[src/hw/rtl/imu_complementary_attitude_top_macros.svh]
// Assertion macros shared by the attitude estimator RTL.
// Each file that asserts includes this header; every macro assumes i_clk and i_rst_n.
`ifndef IMU_COMPLEMENTARY_ATTITUDE_TOP_MACROS_SVH
`define IMU_COMPLEMENTARY_ATTITUDE_TOP_MACROS_SVH

// The consequent holds in the same cycle as the antecedent.
`define IMUCA_ASSERT_NOW(label, ante, cons, msg) \
    label: assert property (@(posedge i_clk) disable iff (!i_rst_n) (ante) |-> (cons)) \
        else $error(msg);

// The consequent holds in the cycle after the antecedent.
`define IMUCA_ASSERT_NEXT(label, ante, cons, msg) \
    label: assert property (@(posedge i_clk) disable iff (!i_rst_n) (ante) |=> (cons)) \
        else $error(msg);

`endif

[src/hw/rtl/imuca_pkg.sv]
// Package for the attitude estimator: payload structs, CORDIC interface types,
// fixed-point constants, the arctangent table and wrapping and clamping helpers. No dependencies.
package imuca_pkg;

    localparam int CORDIC_STEPS_DEF = 16;
    localparam logic [15:0] ALPHA_RESET = 16'd64225;

    localparam logic signed [19:0] PI_Q13 = 20'sd25736;
    localparam logic signed [19:0] TWO_PI_Q13 = 20'sd51472;
    localparam logic signed [35:0] PI_Q30 = 36'sd3373259426;
    localparam logic signed [35:0] HALF_PI_Q30 = 36'sd1686629713;
    localparam logic signed [39:0] GAIN_Q30 = 40'sd652032874;
    localparam logic signed [47:0] ONE_Q14 = 48'sd16384;

    typedef struct packed {
        logic signed [15:0] accel_x;
        logic signed [15:0] accel_y;
        logic signed [15:0] accel_z;
        logic signed [15:0] rate_x;
        logic signed [15:0] rate_y;
        logic signed [15:0] rate_z;
        logic [15:0]        interval;
    } t_imu_in;

    typedef struct packed {
        logic signed [15:0] roll_angle;
        logic signed [15:0] pitch_angle;
        logic signed [15:0] yaw_angle;
        logic signed [15:0] m00;
        logic signed [15:0] m01;
        logic signed [15:0] m02;
        logic signed [15:0] m10;
        logic signed [15:0] m11;
        logic signed [15:0] m12;
        logic signed [15:0] m20;
        logic signed [15:0] m21;
        logic signed [15:0] m22;
    } t_imu_out;

    typedef enum logic {
        CM_VECTOR,
        CM_ROTATE
    } t_cmode;

    typedef struct packed {
        logic               start;
        t_cmode             mode;
        logic signed [39:0] x;
        logic signed [39:0] y;
        logic signed [15:0] angle;
    } t_cordic_req;

    typedef struct packed {
        logic               done;
        logic signed [15:0] angle;
        logic signed [15:0] sin_v;
        logic signed [15:0] cos_v;
    } t_cordic_rsp;

    function automatic logic [29:0] atan_tab(input logic [4:0] idx);
        logic [29:0] v;
        unique case (idx)
            5'd0:  v = 30'd843314856;
            5'd1:  v = 30'd497837829;
            5'd2:  v = 30'd263043836;
            5'd3:  v = 30'd133525158;
            5'd4:  v = 30'd67021686;
            5'd5:  v = 30'd33543515;
            5'd6:  v = 30'd16775850;
            5'd7:  v = 30'd8388437;
            5'd8:  v = 30'd4194282;
            5'd9:  v = 30'd2097149;
            5'd10: v = 30'd1048575;
            5'd11: v = 30'd524287;
            5'd12: v = 30'd262143;
            5'd13: v = 30'd131071;
            5'd14: v = 30'd65535;
            5'd15: v = 30'd32767;
            5'd16: v = 30'd16383;
            5'd17: v = 30'd8191;
            5'd18: v = 30'd4095;
            5'd19: v = 30'd2047;
            5'd20: v = 30'd1023;
            5'd21: v = 30'd511;
            5'd22: v = 30'd255;
            5'd23: v = 30'd127;
            default: v = 30'd0;
        endcase
        return v;
    endfunction

    function automatic logic signed [15:0] wrap_q13(input logic signed [19:0] v);
        logic signed [19:0] a;
        logic signed [19:0] b;
        if (v >= PI_Q13) begin
            a = v - TWO_PI_Q13;
        end else if (v < -PI_Q13) begin
            a = v + TWO_PI_Q13;
        end else begin
            a = v;
        end
        if (a >= PI_Q13) begin
            b = a - TWO_PI_Q13;
        end else if (a < -PI_Q13) begin
            b = a + TWO_PI_Q13;
        end else begin
            b = a;
        end
        return b[15:0];
    endfunction

    function automatic logic signed [15:0] clamp_q14(input logic signed [47:0] v);
        logic signed [15:0] r;
        if (v > ONE_Q14) begin
            r = 16'sd16384;
        end else if (v < -ONE_Q14) begin
            r = -16'sd16384;
        end else begin
            r = v[15:0];
        end
        return r;
    endfunction

endpackage

[src/hw/rtl/imu_complementary_attitude_top.sv]
// From the input transfer to the result: the square root, five CORDIC runs, 23 passes
// through the one shared multiplier with their drain steps, and the load of the result
// register. One sample at a time: a new sample is taken only once the last one is done;
// a result that is not taken holds the next sample in its last step.
// Reset (synchronous, active low) clears the held angles and the sequencer and loads
// the default blend weight. Depends on imuca_pkg, imuca_cordic and the macros header.
`include "imu_complementary_attitude_top_macros.svh"

module imu_complementary_attitude_top
    import imuca_pkg::*;
#(
    parameter int CORDIC_STEPS = CORDIC_STEPS_DEF
) (
    input  logic        i_clk,
    input  logic        i_rst_n,
    input  logic        i_in_valid,
    output logic        o_in_ready,
    input  t_imu_in     i_in_data,
    output logic        o_out_valid,
    input  logic        i_out_ready,
    output t_imu_out    o_out_data,
    input  logic        i_cfg_wr_en,
    input  logic [15:0] i_cfg_wr_data
);

    typedef enum logic [3:0] {
        S_IDLE, S_MUL, S_DRAIN, S_SQRT, S_ROLL, S_PITCH,
        S_SROLL, S_SPITCH, S_SYAW, S_OUT
    } t_state;

    typedef enum logic [4:0] {
        MS_AY2, MS_AZ2, MS_DROLL, MS_DPITCH, MS_DYAW, MS_BR_G, MS_BR_A, MS_BP_G,
        MS_BP_A, MS_CYCP, MS_T1, MS_T2, MS_M01_A, MS_M01_B, MS_M02_A, MS_M02_B,
        MS_SYCP, MS_M11_A, MS_M11_B, MS_M12_A, MS_M12_B, MS_CPSR, MS_CPCR
    } t_mstep;

    t_state             r_state;
    t_mstep             r_step;
    t_mstep             r_ps;
    logic               r_pv;
    logic               r_cgo;
    logic [15:0]        r_alpha;
    t_imu_in            r_in;
    logic signed [51:0] r_prod;
    logic signed [47:0] r_acc;
    logic [59:0]        r_rem;
    logic [59:0]        r_res;
    logic [59:0]        r_bit;
    logic signed [15:0] r_roll_a;
    logic signed [15:0] r_pitch_a;
    logic signed [15:0] r_gr;
    logic signed [15:0] r_gp;
    logic signed [15:0] r_roll;
    logic signed [15:0] r_pitch;
    logic signed [15:0] r_yaw;
    logic signed [15:0] r_sr;
    logic signed [15:0] r_cr;
    logic signed [15:0] r_sp;
    logic signed [15:0] r_cp;
    logic signed [15:0] r_sy;
    logic signed [15:0] r_cy;
    logic signed [33:0] r_t1;
    logic signed [33:0] r_t2;
    logic signed [15:0] r_m00;
    logic signed [15:0] r_m01;
    logic signed [15:0] r_m02;
    logic signed [15:0] r_m10;
    logic signed [15:0] r_m11;
    logic signed [15:0] r_m12;
    logic signed [15:0] r_m21;
    logic signed [15:0] r_m22;
    logic               r_ovalid;
    t_imu_out           r_out;

    logic               n_cgo;
    logic               n_ovalid;
    logic signed [33:0] w_ma;
    logic signed [17:0] w_mb;
    logic               w_first;
    logic               w_sub;
    logic signed [47:0] w_acc;
    logic signed [47:0] w_r15;
    logic signed [47:0] w_r16;
    logic signed [47:0] w_r14;
    logic signed [47:0] w_r28;
    logic signed [15:0] w_q14;
    logic signed [15:0] w_q28;
    logic signed [19:0] w_delta;
    logic [59:0]        w_rb;
    t_cordic_req        w_creq;
    t_cordic_rsp        w_crsp;

    imuca_cordic #(
        .CORDIC_STEPS(CORDIC_STEPS)
    ) u_cordic (
        .i_clk  (i_clk),
        .i_rst_n(i_rst_n),
        .i_req  (w_creq),
        .o_rsp  (w_crsp)
    );

    assign o_in_ready  = (r_state == S_IDLE);
    assign o_out_valid = r_ovalid;
    assign o_out_data  = r_out;

    always_comb begin
        w_creq.start = r_cgo;
        w_creq.mode  = CM_ROTATE;
        w_creq.x     = '0;
        w_creq.y     = '0;
        w_creq.angle = r_roll;
        unique case (r_state)
            S_ROLL: begin
                w_creq.mode = CM_VECTOR;
                w_creq.x    = 40'($signed(r_in.accel_z)) <<< 14;
                w_creq.y    = 40'($signed(r_in.accel_y)) <<< 14;
            end
            S_PITCH: begin
                w_creq.mode = CM_VECTOR;
                w_creq.x    = $signed(40'(r_res[30:0]));
                w_creq.y    = -(40'($signed(r_in.accel_x)) <<< 14);
            end
            S_SPITCH: w_creq.angle = r_pitch;
            S_SYAW:   w_creq.angle = r_yaw;
            default:  w_creq.angle = r_roll;
        endcase
    end

    always_comb begin
        unique case (r_step)
            MS_AY2:    begin w_ma = 34'($signed(r_in.accel_y)); w_mb = 18'($signed(r_in.accel_y)); end
            MS_AZ2:    begin w_ma = 34'($signed(r_in.accel_z)); w_mb = 18'($signed(r_in.accel_z)); end
            MS_DROLL:  begin w_ma = 34'($signed(r_in.rate_x)); w_mb = $signed(18'(r_in.interval)); end
            MS_DPITCH: begin w_ma = 34'($signed(r_in.rate_y)); w_mb = $signed(18'(r_in.interval)); end
            MS_DYAW:   begin w_ma = 34'($signed(r_in.rate_z)); w_mb = $signed(18'(r_in.interval)); end
            MS_BR_G:   begin w_ma = $signed(34'(r_alpha)); w_mb = 18'(r_gr); end
            MS_BR_A:   begin w_ma = 34'sd65536 - $signed(34'(r_alpha)); w_mb = 18'(r_roll_a); end
            MS_BP_G:   begin w_ma = $signed(34'(r_alpha)); w_mb = 18'(r_gp); end
            MS_BP_A:   begin w_ma = 34'sd65536 - $signed(34'(r_alpha)); w_mb = 18'(r_pitch_a); end
            MS_CYCP:   begin w_ma = 34'(r_cy); w_mb = 18'(r_cp); end
            MS_T1:     begin w_ma = 34'(r_cy); w_mb = 18'(r_sp); end
            MS_T2:     begin w_ma = 34'(r_sy); w_mb = 18'(r_sp); end
            MS_M01_A:  begin w_ma = r_t1; w_mb = 18'(r_sr); end
            MS_M01_B:  begin w_ma = 34'(r_sy) <<< 14; w_mb = 18'(r_cr); end
            MS_M02_A:  begin w_ma = r_t1; w_mb = 18'(r_cr); end
            MS_M02_B:  begin w_ma = 34'(r_sy) <<< 14; w_mb = 18'(r_sr); end
            MS_SYCP:   begin w_ma = 34'(r_sy); w_mb = 18'(r_cp); end
            MS_M11_A:  begin w_ma = r_t2; w_mb = 18'(r_sr); end
            MS_M11_B:  begin w_ma = 34'(r_cy) <<< 14; w_mb = 18'(r_cr); end
            MS_M12_A:  begin w_ma = r_t2; w_mb = 18'(r_cr); end
            MS_M12_B:  begin w_ma = 34'(r_cy) <<< 14; w_mb = 18'(r_sr); end
            MS_CPSR:   begin w_ma = 34'(r_cp); w_mb = 18'(r_sr); end
            MS_CPCR:   begin w_ma = 34'(r_cp); w_mb = 18'(r_cr); end
            default:   begin w_ma = '0; w_mb = '0; end
        endcase
    end

    assign w_first = !(r_ps == MS_AZ2 || r_ps == MS_BR_A || r_ps == MS_BP_A ||
                       r_ps == MS_M01_B || r_ps == MS_M02_B || r_ps == MS_M11_B ||
                       r_ps == MS_M12_B);
    assign w_sub   = (r_ps == MS_M01_B) || (r_ps == MS_M12_B);
    assign w_acc   = w_sub ? ((w_first ? 48'sd0 : r_acc) - r_prod[47:0])
                           : ((w_first ? 48'sd0 : r_acc) + r_prod[47:0]);
    assign w_r15   = w_acc + 48'sd16384;
    assign w_r16   = w_acc + 48'sd32768;
    assign w_r14   = w_acc + 48'sd8192;
    assign w_r28   = w_acc + 48'sd134217728;
    assign w_delta = $signed(w_r15[34:15]);
    assign w_q14   = clamp_q14(w_r14 >>> 14);
    assign w_q28   = clamp_q14(w_r28 >>> 28);
    assign w_rb    = r_res + r_bit;

    assign n_cgo    = (r_state == S_SQRT && r_bit == '0) ||
                      (r_state == S_DRAIN && r_ps == MS_BP_A) ||
                      ((r_state == S_ROLL || r_state == S_SROLL || r_state == S_SPITCH) &&
                       w_crsp.done);
    assign n_ovalid = (r_state == S_OUT) ? 1'b1 : (r_ovalid && !i_out_ready);

    always_ff @(posedge i_clk) begin
        if (!i_rst_n) begin
            r_state  <= S_IDLE;
            r_step   <= MS_AY2;
            r_ps     <= MS_AY2;
            r_pv     <= 1'b0;
            r_cgo    <= 1'b0;
            r_alpha  <= ALPHA_RESET;
            r_roll   <= '0;
            r_pitch  <= '0;
            r_yaw    <= '0;
            r_ovalid <= 1'b0;
        end else begin
            r_cgo    <= n_cgo;
            r_pv     <= (r_state == S_MUL);
            r_ovalid <= n_ovalid;
            if (i_cfg_wr_en) begin
                r_alpha <= i_cfg_wr_data;
            end

            if (r_pv) begin
                r_acc <= w_acc;
                unique case (r_ps)
                    MS_DROLL:  r_gr    <= wrap_q13(20'(r_roll) + w_delta);
                    MS_DPITCH: r_gp    <= wrap_q13(20'(r_pitch) + w_delta);
                    MS_DYAW:   r_yaw   <= wrap_q13(20'(r_yaw) + w_delta);
                    MS_BR_A:   r_roll  <= w_r16[31:16];
                    MS_BP_A:   r_pitch <= w_r16[31:16];
                    MS_CYCP:   r_m00   <= w_q14;
                    MS_T1:     r_t1    <= w_acc[33:0];
                    MS_T2:     r_t2    <= w_acc[33:0];
                    MS_M01_B:  r_m01   <= w_q28;
                    MS_M02_B:  r_m02   <= w_q28;
                    MS_SYCP:   r_m10   <= w_q14;
                    MS_M11_B:  r_m11   <= w_q28;
                    MS_M12_B:  r_m12   <= w_q28;
                    MS_CPSR:   r_m21   <= w_q14;
                    MS_CPCR:   r_m22   <= w_q14;
                    default: begin
                    end
                endcase
            end

            unique case (r_state)
                S_IDLE: begin
                    if (i_in_valid) begin
                        r_in    <= i_in_data;
                        r_step  <= MS_AY2;
                        r_state <= S_MUL;
                    end
                end
                S_MUL: begin
                    r_prod <= w_ma * w_mb;
                    r_ps   <= r_step;
                    if (r_step == MS_AZ2 || r_step == MS_BP_A || r_step == MS_CPCR) begin
                        r_state <= S_DRAIN;
                    end else begin
                        r_step <= t_mstep'(r_step + 5'd1);
                    end
                end
                S_DRAIN: begin
                    if (r_ps == MS_AZ2) begin
                        r_rem   <= {w_acc[31:0], 28'd0};
                        r_res   <= '0;
                        r_bit   <= 60'd1 << 58;
                        r_state <= S_SQRT;
                    end else if (r_ps == MS_BP_A) begin
                        r_state <= S_SROLL;
                    end else begin
                        r_state <= S_OUT;
                    end
                end
                S_SQRT: begin
                    if (r_bit == '0) begin
                        r_state <= S_ROLL;
                    end else begin
                        if (r_rem >= w_rb) begin
                            r_rem <= r_rem - w_rb;
                            r_res <= (r_res >> 1) + r_bit;
                        end else begin
                            r_res <= r_res >> 1;
                        end
                        r_bit <= r_bit >> 2;
                    end
                end
                S_ROLL: begin
                    if (w_crsp.done) begin
                        r_roll_a <= w_crsp.angle;
                        r_state  <= S_PITCH;
                    end
                end
                S_PITCH: begin
                    if (w_crsp.done) begin
                        r_pitch_a <= w_crsp.angle;
                        r_step    <= MS_DROLL;
                        r_state   <= S_MUL;
                    end
                end
                S_SROLL: begin
                    if (w_crsp.done) begin
                        r_sr    <= w_crsp.sin_v;
                        r_cr    <= w_crsp.cos_v;
                        r_state <= S_SPITCH;
                    end
                end
                S_SPITCH: begin
                    if (w_crsp.done) begin
                        r_sp    <= w_crsp.sin_v;
                        r_cp    <= w_crsp.cos_v;
                        r_state <= S_SYAW;
                    end
                end
                S_SYAW: begin
                    if (w_crsp.done) begin
                        r_sy    <= w_crsp.sin_v;
                        r_cy    <= w_crsp.cos_v;
                        r_step  <= MS_CYCP;
                        r_state <= S_MUL;
                    end
                end
                S_OUT: begin
                    if (!r_ovalid || i_out_ready) begin
                        r_out.roll_angle  <= r_roll;
                        r_out.pitch_angle <= r_pitch;
                        r_out.yaw_angle   <= r_yaw;
                        r_out.m00         <= r_m00;
                        r_out.m01         <= r_m01;
                        r_out.m02         <= r_m02;
                        r_out.m10         <= r_m10;
                        r_out.m11         <= r_m11;
                        r_out.m12         <= r_m12;
                        r_out.m20         <= -r_sp;
                        r_out.m21         <= r_m21;
                        r_out.m22         <= r_m22;
                        r_state           <= S_IDLE;
                    end
                end
                default: r_state <= S_IDLE;
            endcase
        end
    end

    `IMUCA_ASSERT_NEXT(a_busy_after_accept, i_in_valid && o_in_ready, !o_in_ready, "ready after transfer")
    `IMUCA_ASSERT_NOW(a_mul_issue, r_pv, $past(r_state) == S_MUL, "product without issue")
    `IMUCA_ASSERT_NOW(a_sqrt_bit, r_state == S_SQRT, $onehot0(r_bit), "square root bit not one-hot")
    `IMUCA_ASSERT_NOW(a_cordic_state, r_cgo, r_state == S_ROLL || r_state == S_PITCH ||
        r_state == S_SROLL || r_state == S_SPITCH || r_state == S_SYAW, "CORDIC start outside its states")

endmodule

[src/hw/rtl/imuca_cordic.sv]
// Iterative CORDIC shared by the estimator: vectoring gives atan2 in Q3.13,
// rotation gives sine and cosine in Q1.14. Depends on imuca_pkg and the macros header.
`include "imu_complementary_attitude_top_macros.svh"

module imuca_cordic
    import imuca_pkg::*;
#(
    parameter int CORDIC_STEPS = CORDIC_STEPS_DEF
) (
    input  logic        i_clk,
    input  logic        i_rst_n,
    input  t_cordic_req i_req,
    output t_cordic_rsp o_rsp
);

    localparam int IW = (CORDIC_STEPS > 1) ? $clog2(CORDIC_STEPS) : 1;

    logic               r_busy;
    logic               r_done;
    logic               r_vec;
    logic               r_neg;
    logic               r_zero;
    logic [IW-1:0]      r_i;
    logic signed [39:0] r_x;
    logic signed [39:0] r_y;
    logic signed [35:0] r_z;

    logic signed [39:0] w_dx;
    logic signed [39:0] w_dy;
    logic signed [35:0] w_ang;
    logic               w_ccw;
    logic signed [35:0] w_zrot;
    logic signed [35:0] w_zr;
    logic signed [39:0] w_xs;
    logic signed [39:0] w_ys;
    logic signed [39:0] w_xr;
    logic signed [39:0] w_yr;

    assign w_dx  = r_x >>> r_i;
    assign w_dy  = r_y >>> r_i;
    assign w_ang = $signed(36'(atan_tab(5'(r_i))));
    assign w_ccw = r_vec ? !(!r_y[39] && (r_y != 40'sd0)) : !r_z[35];
    assign w_zrot = 36'(i_req.angle) <<< 17;

    assign w_zr = r_z + 36'sd65536;
    assign w_xs = r_neg ? -r_x : r_x;
    assign w_ys = r_neg ? -r_y : r_y;
    assign w_xr = w_xs + 40'sd32768;
    assign w_yr = w_ys + 40'sd32768;

    always_comb begin
        o_rsp.done  = r_done;
        o_rsp.angle = r_zero ? 16'sd0 : wrap_q13(20'($signed(w_zr[35:17])));
        o_rsp.cos_v = clamp_q14(48'(w_xr >>> 16));
        o_rsp.sin_v = clamp_q14(48'(w_yr >>> 16));
    end

    always_ff @(posedge i_clk) begin
        if (!i_rst_n) begin
            r_busy <= 1'b0;
            r_done <= 1'b0;
        end else begin
            r_done <= r_busy && !i_req.start && (r_i == IW'(CORDIC_STEPS - 1));
            if (i_req.start) begin
                r_busy <= 1'b1;
                r_i    <= '0;
                r_vec  <= (i_req.mode == CM_VECTOR);
                r_zero <= (i_req.mode == CM_VECTOR) && (i_req.x == 40'sd0) &&
                          (i_req.y == 40'sd0);
                if (i_req.mode == CM_VECTOR) begin
                    r_neg <= 1'b0;
                    if (i_req.x[39]) begin
                        r_x <= -i_req.x;
                        r_y <= -i_req.y;
                        r_z <= i_req.y[39] ? -PI_Q30 : PI_Q30;
                    end else begin
                        r_x <= i_req.x;
                        r_y <= i_req.y;
                        r_z <= '0;
                    end
                end else begin
                    r_x <= GAIN_Q30;
                    r_y <= '0;
                    if (w_zrot > HALF_PI_Q30) begin
                        r_z   <= w_zrot - PI_Q30;
                        r_neg <= 1'b1;
                    end else if (w_zrot < -HALF_PI_Q30) begin
                        r_z   <= w_zrot + PI_Q30;
                        r_neg <= 1'b1;
                    end else begin
                        r_z   <= w_zrot;
                        r_neg <= 1'b0;
                    end
                end
            end else if (r_busy) begin
                if (w_ccw) begin
                    r_x <= r_x - w_dy;
                    r_y <= r_y + w_dx;
                    r_z <= r_z - w_ang;
                end else begin
                    r_x <= r_x + w_dy;
                    r_y <= r_y - w_dx;
                    r_z <= r_z + w_ang;
                end
                if (r_i == IW'(CORDIC_STEPS - 1)) begin
                    r_busy <= 1'b0;
                end else begin
                    r_i <= r_i + 1'b1;
                end
            end
        end
    end

    `IMUCA_ASSERT_NOW(a_start_idle, i_req.start, !r_busy, "CORDIC started while busy")
    `IMUCA_ASSERT_NEXT(a_done_idle, r_done, !r_busy || $past(i_req.start), "busy after done")
    `IMUCA_ASSERT_NOW(a_done_after_busy, r_done, $past(r_busy), "done without iterations")

endmodule
[config.mk]
export PLATFORM = sky130hd
export DESIGN_NAME = imu_complementary_attitude_top
export DESIGN_NICKNAME = d
export VERILOG_FILES = /design/src/hw/rtl/imuca_pkg.sv /design/src/hw/rtl/imu_complementary_attitude_top.sv /design/src/hw/rtl/imuca_cordic.sv
export VERILOG_INCLUDE_DIRS = /design/src /design/src/hw/rtl
export SDC_FILE = /design/constraint.sdc
export NUM_CORES = 2
export LEC_CHECK = 0
export BUFFER_PORTS_ARGS = -buffer_cell sky130_fd_sc_hd__buf_2
export CAP_MARGIN = 25
export CORE_UTILIZATION = 45
export CTS_CLUSTER_DIAMETER = 150
export DETAILED_ROUTE_END_ITERATION = 12
export PLACE_DENSITY_LB_ADDON = 0.08
export SYNTH_ARGS = -nofsm -noshare
export SYNTH_HDL_FRONTEND = slang
export SYNTH_SLANG_ARGS = --single-unit
export TNS_END_PERCENT = 20
[constraint.sdc]
create_clock -name i_clk -period 17.6 [get_ports i_clk]
set_input_delay 0.88 -clock i_clk [delete_from_list [all_inputs] [get_ports i_clk]]
set_output_delay 0.88 -clock i_clk [all_outputs]
set_load 0.005 [all_outputs]
==> impl_summary.md <==
STA
The pin slew with the least headroom to its limit is 1.269 ns. Counting I/O delays and the setup requirement, the final critical path takes ~12 ns. The max-slew headroom at the worst pin is 0.1538. The highest clock frequency the design can meet is roughly 80 MHz. Of the available clock period, the critical path in the final layout requires 0.7082. The number of max-slew violations in the final report came to 0. Setup repair after global routing left no endpoint under its margin.

Setup total negative slack on the finished layout was measured at 0 ns. The number of endpoints failing setup at the final stage is 0. The final count of hold timing violations is 0. The final clock skew is ~0.060 ns.

Routing
The count of nets left with antenna violations once routing finished came out at 0. In the routed layout, each cell is associated on average with a via count of ~6.0. The total routed wirelength is around 350000 µm.

The pre-antenna-repair detailed-routing pass consisted of 9 iterations. After detailed routing, the average wire length per cell comes to 25.75 µm. For this block, the initial DRC count from the detailed router was 8015. In the routed design, unresolved DRC markers number 0. The detailed router placed between 80000 and 90000 vias in this run.

Clock network
In this run the deepest clock path goes through 3 buffers. Counting the buffers created by CTS gives approximately 140. The clock edge transition at the registers on the reported setup and hold paths is 0.06 ns. Clock latency on the worst-skew pair, taken at its later pin, is 0.84 ns.

Once the clock tree was built, the setup fixing pass inserted 0 buffers. The clock tree from TritonCTS is built. The clock root buffer is clkbuf_16. The clock tree synthesis step divided the H-tree into 4 levels. In this run, post-CTS hold repair placed 0 buffers. The number of gates resized after cts is 0. The sink count of the clock tree is 1141.

Die
The number of placement rows is 170. The floorplan step set the die width to 468.5 µm. The area of the core is 215500 µm². about 330 I/O pins were placed. In this run the vertical extent of the chip is 468.5 µm. The starting density of the core is 0.4545. The floorplan step defined a die boundary enclosing between 200000 and 250000 µm².

GRT
In the global route stage, overall resource usage came out at 0.3150. The initial antenna violation count was 16. Summed over all layers, the global routing overflow is 0.

The first global-routing pass estimated slightly above 500000 µm of wire. The via count of the first global-routing pass was slightly below 80000. The maximum number of pins on one net before global-route repair is slightly above 80.

Place
At the end of routability-driven placement, the weighted congestion stood at roughly 0.99. The HPWL after detailed placement is between 200000 and 300000 µm. The number of I/O port buffers is between 300 and 400.

Synthesis
The count of unique library cells instantiated by Yosys is roughly 120. The most used flip-flop cell after synthesis is edfxtp_1. The post-synthesis instance area is 97930 µm². The post-synthesis instance total is 10443. The number of synthesized register bits is about 1100.

The Yosys step of the flow raised 0 warnings. In this run the mean area of a mapped cell was ~9.4 µm². The share of the Yosys chip area taken by registers is 0.3384.

In the synthesized netlist the async set-or-reset flop fraction comes to 0. Yosys mapped a number of flops with a built-in enable equal to 1029. The net count of the mapped netlist is around 12000.

Status
The flow ran to the end, and the final reports show no timing, DRC or antenna violations.

Worst setup path
In this design, the stage delay of the slowest critical-path cell is 0.85 ns. In this run the number of cells on the critical path is 36. The number of buffer and inverter instances along the worst setup path is 1. The library cell contributing the largest single delay on the critical path is xor2_1. Data arrives at the worst endpoint at 13.03 ns. On the critical path the largest part of the delay comes from compound AO/OA/AOI/OAI gates. The worst setup path is of the reg -> reg kind. The largest fanout on the critical path is 19. The kind of launch point of the worst setup path is a register. The worst setup slack for register-to-register paths is between 5 and 6 ns.

The endpoint kind of the worst setup timing path is a register. The data required time of the critical path is 18.17 ns. The cell depth of the worst flop-to-flop path is 36.

Layout
The top cell types in the final layout, fill and taps aside, are 1309 x nand2_1, 1029 x edfxtp_1, 821 x inv_1, 773 x nor2_1, 570 x a21oi_1. The utilization after layout is 0.5005. The library cell used most frequently in the layout, excluding fill and tap cells, is nand2_1. At the end of the flow, the number of nets in the layout was 11835.

Compared with the post-synthesis result, the final layout area differs by 10.13%. Of the cells placed in the final design, the portion with a size suffix greater than 1 is 0.09188.

Min path
The path type of the worst min-delay path is in -> reg. Along the worst hold path, the cell count comes to 1.

Flow run
The reported max-cap violation count is 0.
[cell usage after synthesis, types with 36 or more instances]
library cell  count  area [µm²]
fa_1            560       11210
nor2b_1         144       900.9
a21oi_1         572        2863
nand2b_1        128       800.8
clkbuf_1        416        1562
or2_2            36       225.2
a222oi_1         51       510.5
a31o_2           45       394.1
o22ai_1          40       250.2
and2_1          200        1251
nor2_1          791        2969
o21ai_0         467        2337
a22o_1           36       315.3
nand4_1          99       619.3
o21bai_1         54       405.4
xor2_1          363        3179
o211ai_1         40       300.3
o21a_1           57       427.9
o31ai_1          54       405.4
a22oi_1          83       623.1
ha_1            521        6519
a31oi_1         136       850.8
dfxtp_1         112        2242
and3_1           99       619.3
xnor2_1         532        4659
buf_1            36       135.1
nor4_1           93       581.8
inv_1           824        3093
or3_1            68       425.4
nand3_1         240        1201
mux4_2           52        1171
nor3_1          262        1311
mux2i_1         139        1391
a21o_1          123       923.4
edfxtp_1       1029       30900
a211oi_1        117       878.3
nand2_1        1309        4913
[state kept, by name, summed over array words and instances, names as in the netlist, 36 cells and up]
register and count:
o_out_data 192, r_acc 48, r_in 112, r_prod 48, r_rem 60, r_res 60, u_cordic.r_x 40, u_cordic.r_y 40
u_cordic.r_z 36
[layout make-up]
class                      instances  area (µm²)
tap                             2838        3551
sequential                      1141       33150
fill                           20101      107600
clock buffer                     167        3664
clock inverter                    82        1051
multi-input combinational       7989       60120
inverter                         832        3126
antenna                            5       12.51
timing repair buffer             520        3177
[through the flow]
stage	setup slack, ns	area, µm²	hold WS [ns]	instances
floorplan	1.518	97930	0.4003	10443
global placement	5.493	102900	0.4009	13300
global route	4.203	107800	0.1782	13571
detailed placement	5.450	103000	0.4045	13311
CTS	5.393	107700	0.1738	13560
finish	5.135	107800	0.2257	13574
[worst paths after layout]
| path | to | startpoint |
|---|---|---|
| worst min-delay path | r_in[13] | i_in_data[13] |
| worst max register to register | r_gr[11] | r_ps[3] |
| worst min register to register | o_out_data[101] | r_m02[5] |
| worst max-delay path | r_gr[11] | r_ps[3] |
[routing by layer]
metal  up-vias  part of all wire  GRT usage  wire, µm
met4        10             0.047     0.1302     16330
met1     40653              0.42     0.4185    146100
met3       592             0.077    0.05946     27080
met2      3325              0.46     0.5036    160000
met5         -           0.00022          0        78
li1      37291                 -          -         -
[kinds of logic (layout without fill, tap and decap cells)]
logic type                 count (synthesis)  after routing  share of synthesized area
and+or+nand+nor                         3611           3611                     0.1738
AOI/OAI and AO/OA                       2183           2183                     0.1456
buffers and inverters                   1313           1601                    0.05099
DFF                                     1141           1141                     0.3384
adders and majority gates               1083           1083                     0.1813
xor gates and xnor gates                 905            905                    0.08195
muxes                                    207            207                    0.02801
other                                      0              5                          0
Power is left out: the tool's default activity adds up to more than one toggle a clock period on the data nets, which glitch-free logic cannot reach.
